==> config.mk <==
export PLATFORM = sky130hd
export DESIGN_NAME = bba_counts
export DESIGN_NICKNAME = d
export VERILOG_FILES = /design/src/rtl/core/bba_pkg.sv /design/src/rtl/core/bba_counts.sv
export SDC_FILE = /design/constraint.sdc
export NUM_CORES = 1
export LEC_CHECK = 0
export BUFFER_PORTS_ARGS = -buffer_cell sky130_fd_sc_hd__clkbuf_2
export CAP_MARGIN = 20
export CORE_AREA = 2 2 137 139
export DETAILED_ROUTE_END_ITERATION = 6
export DIE_AREA = 0 0 139 141
export PLACE_DENSITY_LB_ADDON = 0.05
export SLEW_MARGIN = 20
export SYNTH_ARGS = -nofsm -noshare
export SYNTH_HDL_FRONTEND = slang
export SYNTH_SLANG_ARGS = --single-unit
==> constraint.sdc <==
create_clock -name clk -period 5.5 [get_ports clk]
set_clock_uncertainty 0.15 [all_clocks]
set_input_delay 0.275 -clock clk [delete_from_list [all_inputs] [get_ports clk]]
set_output_delay 0.275 -clock clk [all_outputs]
set_load 0.005 [all_outputs]
==> src/rtl/core/bba_pkg.sv <==
// Shared types, codes and fixed widths of the bitmap block allocator.
package bba_pkg;

	localparam int BLOCK_W    = 18;
	localparam int TOTAL_W    = 18;
	localparam int GCOUNT_W   = 14;
	localparam int CFG_IDX_W  = 2;
	localparam int CFG_DATA_W = 5;

	// Configuration register indexes
	localparam logic [CFG_IDX_W-1:0] REG_FIRST_DATA_BLOCK = CFG_IDX_W'(0);
	localparam logic [CFG_IDX_W-1:0] REG_GROUPS_IN_USE    = CFG_IDX_W'(1);

	// Request actions
	localparam logic ACT_ALLOC = 1'b0;
	localparam logic ACT_FREE  = 1'b1;

	// Result status codes
	localparam logic [1:0] STAT_ALLOC   = 2'd0;
	localparam logic [1:0] STAT_NONE    = 2'd1;
	localparam logic [1:0] STAT_FREED   = 2'd2;
	localparam logic [1:0] STAT_IGNORED = 2'd3;

	typedef struct packed {
		logic               action;
		logic [BLOCK_W-1:0] block_in;
	} req_word_t;

	typedef struct packed {
		logic [BLOCK_W-1:0] block_out;
		logic [1:0]         status;
		logic [TOTAL_W-1:0] free_total_out;
	} rsp_word_t;

	// Bitmap memory port control
	typedef struct packed {
		logic rd;
		logic wr;
	} map_ctl_t;

	// Group counter memory port control; a write stores the reset value,
	// the read value plus one, or the read value minus one
	typedef struct packed {
		logic rd;
		logic wr;
		logic init;
		logic inc;
	} cnt_ctl_t;

	typedef enum logic [3:0] {
		ST_CLEAR,
		ST_IDLE,
		ST_GRP,
		ST_GCHK,
		ST_SCAN,
		ST_COMMIT,
		ST_FREE_RD,
		ST_FREE_WR,
		ST_FIN
	} fsm_state_t;

endpackage

==> src/rtl/core/bba_counts.sv <==
// Per-group free counter memory with reset-value, increment and decrement write-back.
module bba_counts #(
	parameter int NUM_GROUPS       = 16,
	parameter int BLOCKS_PER_GROUP = 8192
) (
	input  logic                                               clk,
	input  bba_pkg::cnt_ctl_t                                  ctl,
	input  logic [((NUM_GROUPS > 1) ? $clog2(NUM_GROUPS) : 1)-1:0] addr,
	output logic                                               zero
);
	import bba_pkg::*;

	localparam logic [GCOUNT_W-1:0] CNT_RST = GCOUNT_W'(BLOCKS_PER_GROUP);

	logic [GCOUNT_W-1:0] mem_q [NUM_GROUPS];
	logic [GCOUNT_W-1:0] rdata_q;
	logic [GCOUNT_W-1:0] wdata;

	always_comb begin
		if (ctl.init) begin
			wdata = CNT_RST;
		end else if (ctl.inc) begin
			wdata = rdata_q + GCOUNT_W'(1);
		end else begin
			wdata = rdata_q - GCOUNT_W'(1);
		end
	end

	always_ff @(posedge clk) begin
		if (ctl.wr) begin
			mem_q[addr] <= wdata;
		end
		if (ctl.rd) begin
			rdata_q <= mem_q[addr];
		end
	end

	assign zero = (rdata_q == '0);

endmodule

==> results.cfg <==
[drt]
drtIter0Drc = 451
antenna_left = 0
routed_via_density = 6.24
wl_per_cell_um = 28.1
top_layer_used = met4
wl_met3_um = 1190
vias = 4602
drc = 0
dr.pass1.iters = 5
met1_length_um = 9090
dr_wl_met2_um = 10100
totalWireLength_um = 20700

[floorplan]
die_h_um = 141
ios = 10
fp-row-count = 50
start_util_pct = 53.3
dieArea_um2 = 19600
core_um2 = 18300
fp.dieW_um = 139

[placement]
gp_congestion = 0.905
dpl_worst_slack_ns = 2.05
place_inst = 695
hpwlAfterDp_um = 12700
portBuffers = 9

[logic_synthesis]
ys_top_cells_by_count = 238 x edfxtp_1, 61 x mux4_2, 25 x nor2_1
yosys-top-cells-area = edfxtp_1 73%, mux4_2 14%, mux4_1 2.4%, ha_1 1.5%, nor2_1 0.96%
yosysWarnings = 0
ys_ff_latch = 238
syn_inst = 457
syn_nets = 479
netlist_area_um2 = 9730
synth-edff-count = 238
syn_area_per_cell_um2 = 21.3
yosys_most_used_dff = edfxtp_1
async_flop_share_pct = 0
ys_seq_area_share_pct = 73.4
synth_top_area_share_pct = 73.4
synthDistinctLibCells = 40
yosysTopAreaCell = edfxtp_1
synth.most_common_cell = edfxtp_1

[setup_path]
critPathRequiredTime_ns = 5.51
cpPeakStageDelay_ns = 0.80
worst-path-buf-inv = 0
worst-path-stages = 6
ff2ff_setup_slack_ns = 2.35
cp.arrival_ns = 3.16
r2r-end = mem_q[15][13]
worstRegToRegCells = 6
worst_setup_path_endpoint = mem_q[15][13]
path_cells = ha_1 > a21o_1 > a31o_2 > a221oi_1 > a21oi_1 > o21bai_1
cp-startpoint = rdata_q[6]
worstSetupPathType = flop to flop
crit_family = compound AO/OA/AOI/OAI gates
worst_setup_path_start_kind = flop
worst_setup_path_end_kind = flop
crit_slowest_cell = o21bai_1
critPathMaxFanout = 16
r2r_start = rdata_q[6]

[grt]
grt_pass1_wl_um = 31200
antenna_found_initial = 1
grtUsageTotal_pct = 22.0
grt_max_degree = 44
grt-ovfl-total = 0
grt_pass1_vias = 4770

[timing]
slew_violations = 0
worst_pin_slew_ns = 1.08
min_period_over_period_pct = 57.3
rsz0062_at_grt = false
maxSlewHeadroom_pct = 27.8
min_period_ns = 3.15
fin_ws_ns = 2.35
fin_hold_ws_ns = 0.202
hold_viol = 0
final.setup.tns_ns = 0
setup_viol = 0
fmax_mhz = 317

[pwr]
vdd_ir_drop_max_uv = 381
power_density_nw_per_um2 = 372
switchingPower_w = 0.000868
power_w = 0.00405
p_sw_share_pct = 21.4
p_int_w = 0.00319
pwr-share-seq_pct = 52.0
combinationalPowerShare_pct = 8.0
leakagePower_nw = 3.55
clockPowerShare_pct = 40.1

[cells_and_area]
final_cells = 738
drive_above_1_share_pct = 27.0
syn_to_final_growth_pct = 12.0
fin_nets = 510
nFillCells = 1327

[clock_network]
cts_resized = 0
cts.path.max_buffers = 3
post_cts_buffers = 0
clock_sinks = 238
cts_hold_buf = 0
insertion_delay_ns = 0.51
cts_tree = built
cts-buffers-inserted = 25
htreeDepth = 1
cts.clk_slew.worst_paths_ns = 0.06
cts_root_buf = clkbuf_16

[hold_path]
min_path_cells = 1
hold_path.class = input pin to flop

[status]
status = completed

[flow_run]
maxCapViolCount = 0
routing by layer:
layer	GRT usage, %	up-vias
met1	32.6	2430
met5	0	-
met3	2.85	25
li1	-	1999
met4	5.32	0
met2	35.5	148
layout by cell type (no fill, tap or decap), types with 7 or more instances in the layout:
cell and n:
nor2_1 19, ha_1 12, a21oi_1 9, edfxtp_1 238, mux4_1 9, buf_4 20
clkbuf_16 25, a21o_1 7, mux4_2 61, clkbuf_2 8, clkbuf_1 7
through the flow:
step / cell area (um^2) / utilization [%]
CTS: 10900 / 59.6
floorplan: 9730 / -
global route: 10900 / 59.6
global placement: 10100 / 55.3
detailed placement: 10100 / 55.3
finish: 10900 / 59.7
kinds of logic after synthesis:
family	Yosys count	synth area share [%]
DFF	238	73.4
muxes	73	16.9
and+or+nand+nor	64	3.21
AOI/OAI and AO/OA	36	2.60
buffers and inverters	27	1.58
adders and majority gates	13	1.75
xor gates and xnor gates	6	0.540
sequential cells by signal, summed over array words and instances, names as in the netlist:
signal and count:
mem_q 224, rdata_q 14
cell type report:
type	instances	area, um^2	share of cell area (%)
Sequential cell	238	7150	65.6
Multi-Input combinational cell	192	2470	22.7
Clock buffer	32	652	5.98
Tap cell	234	293	2.69
Timing Repair Buffer	28	190	1.75
Clock inverter	10	133	1.22
Inverter	3	11.3	0.103
Antenna cell	1	2.50	0.0230
power groups by stage:
stage / logic, W / registers [W] / clock network [W]
floorplan: 0.000224 / 0.00214 / 0
global placement: 0.000315 / 0.00214 / 0
detailed placement: 0.000323 / 0.00215 / 0
CTS: 0.000324 / 0.00211 / 0.00166
global route: 0.000352 / 0.00211 / 0.00172
finish: 0.000323 / 0.00211 / 0.00162
how the worst min path moves through the flow:
stage	from	end	slack [ns]
after CTS	ctl[3]	rdata_q[1]	0.19
after global routing	ctl[3]	rdata_q[1]	0.21
final	ctl[3]	rdata_q[1]	0.20
after detailed placement	rdata_q[4]	zero	0.64
after global placement	rdata_q[4]	zero	0.65
after floorplan	ctl[3]	rdata_q[0]	0.24
(Power assumes the default switching activity.)
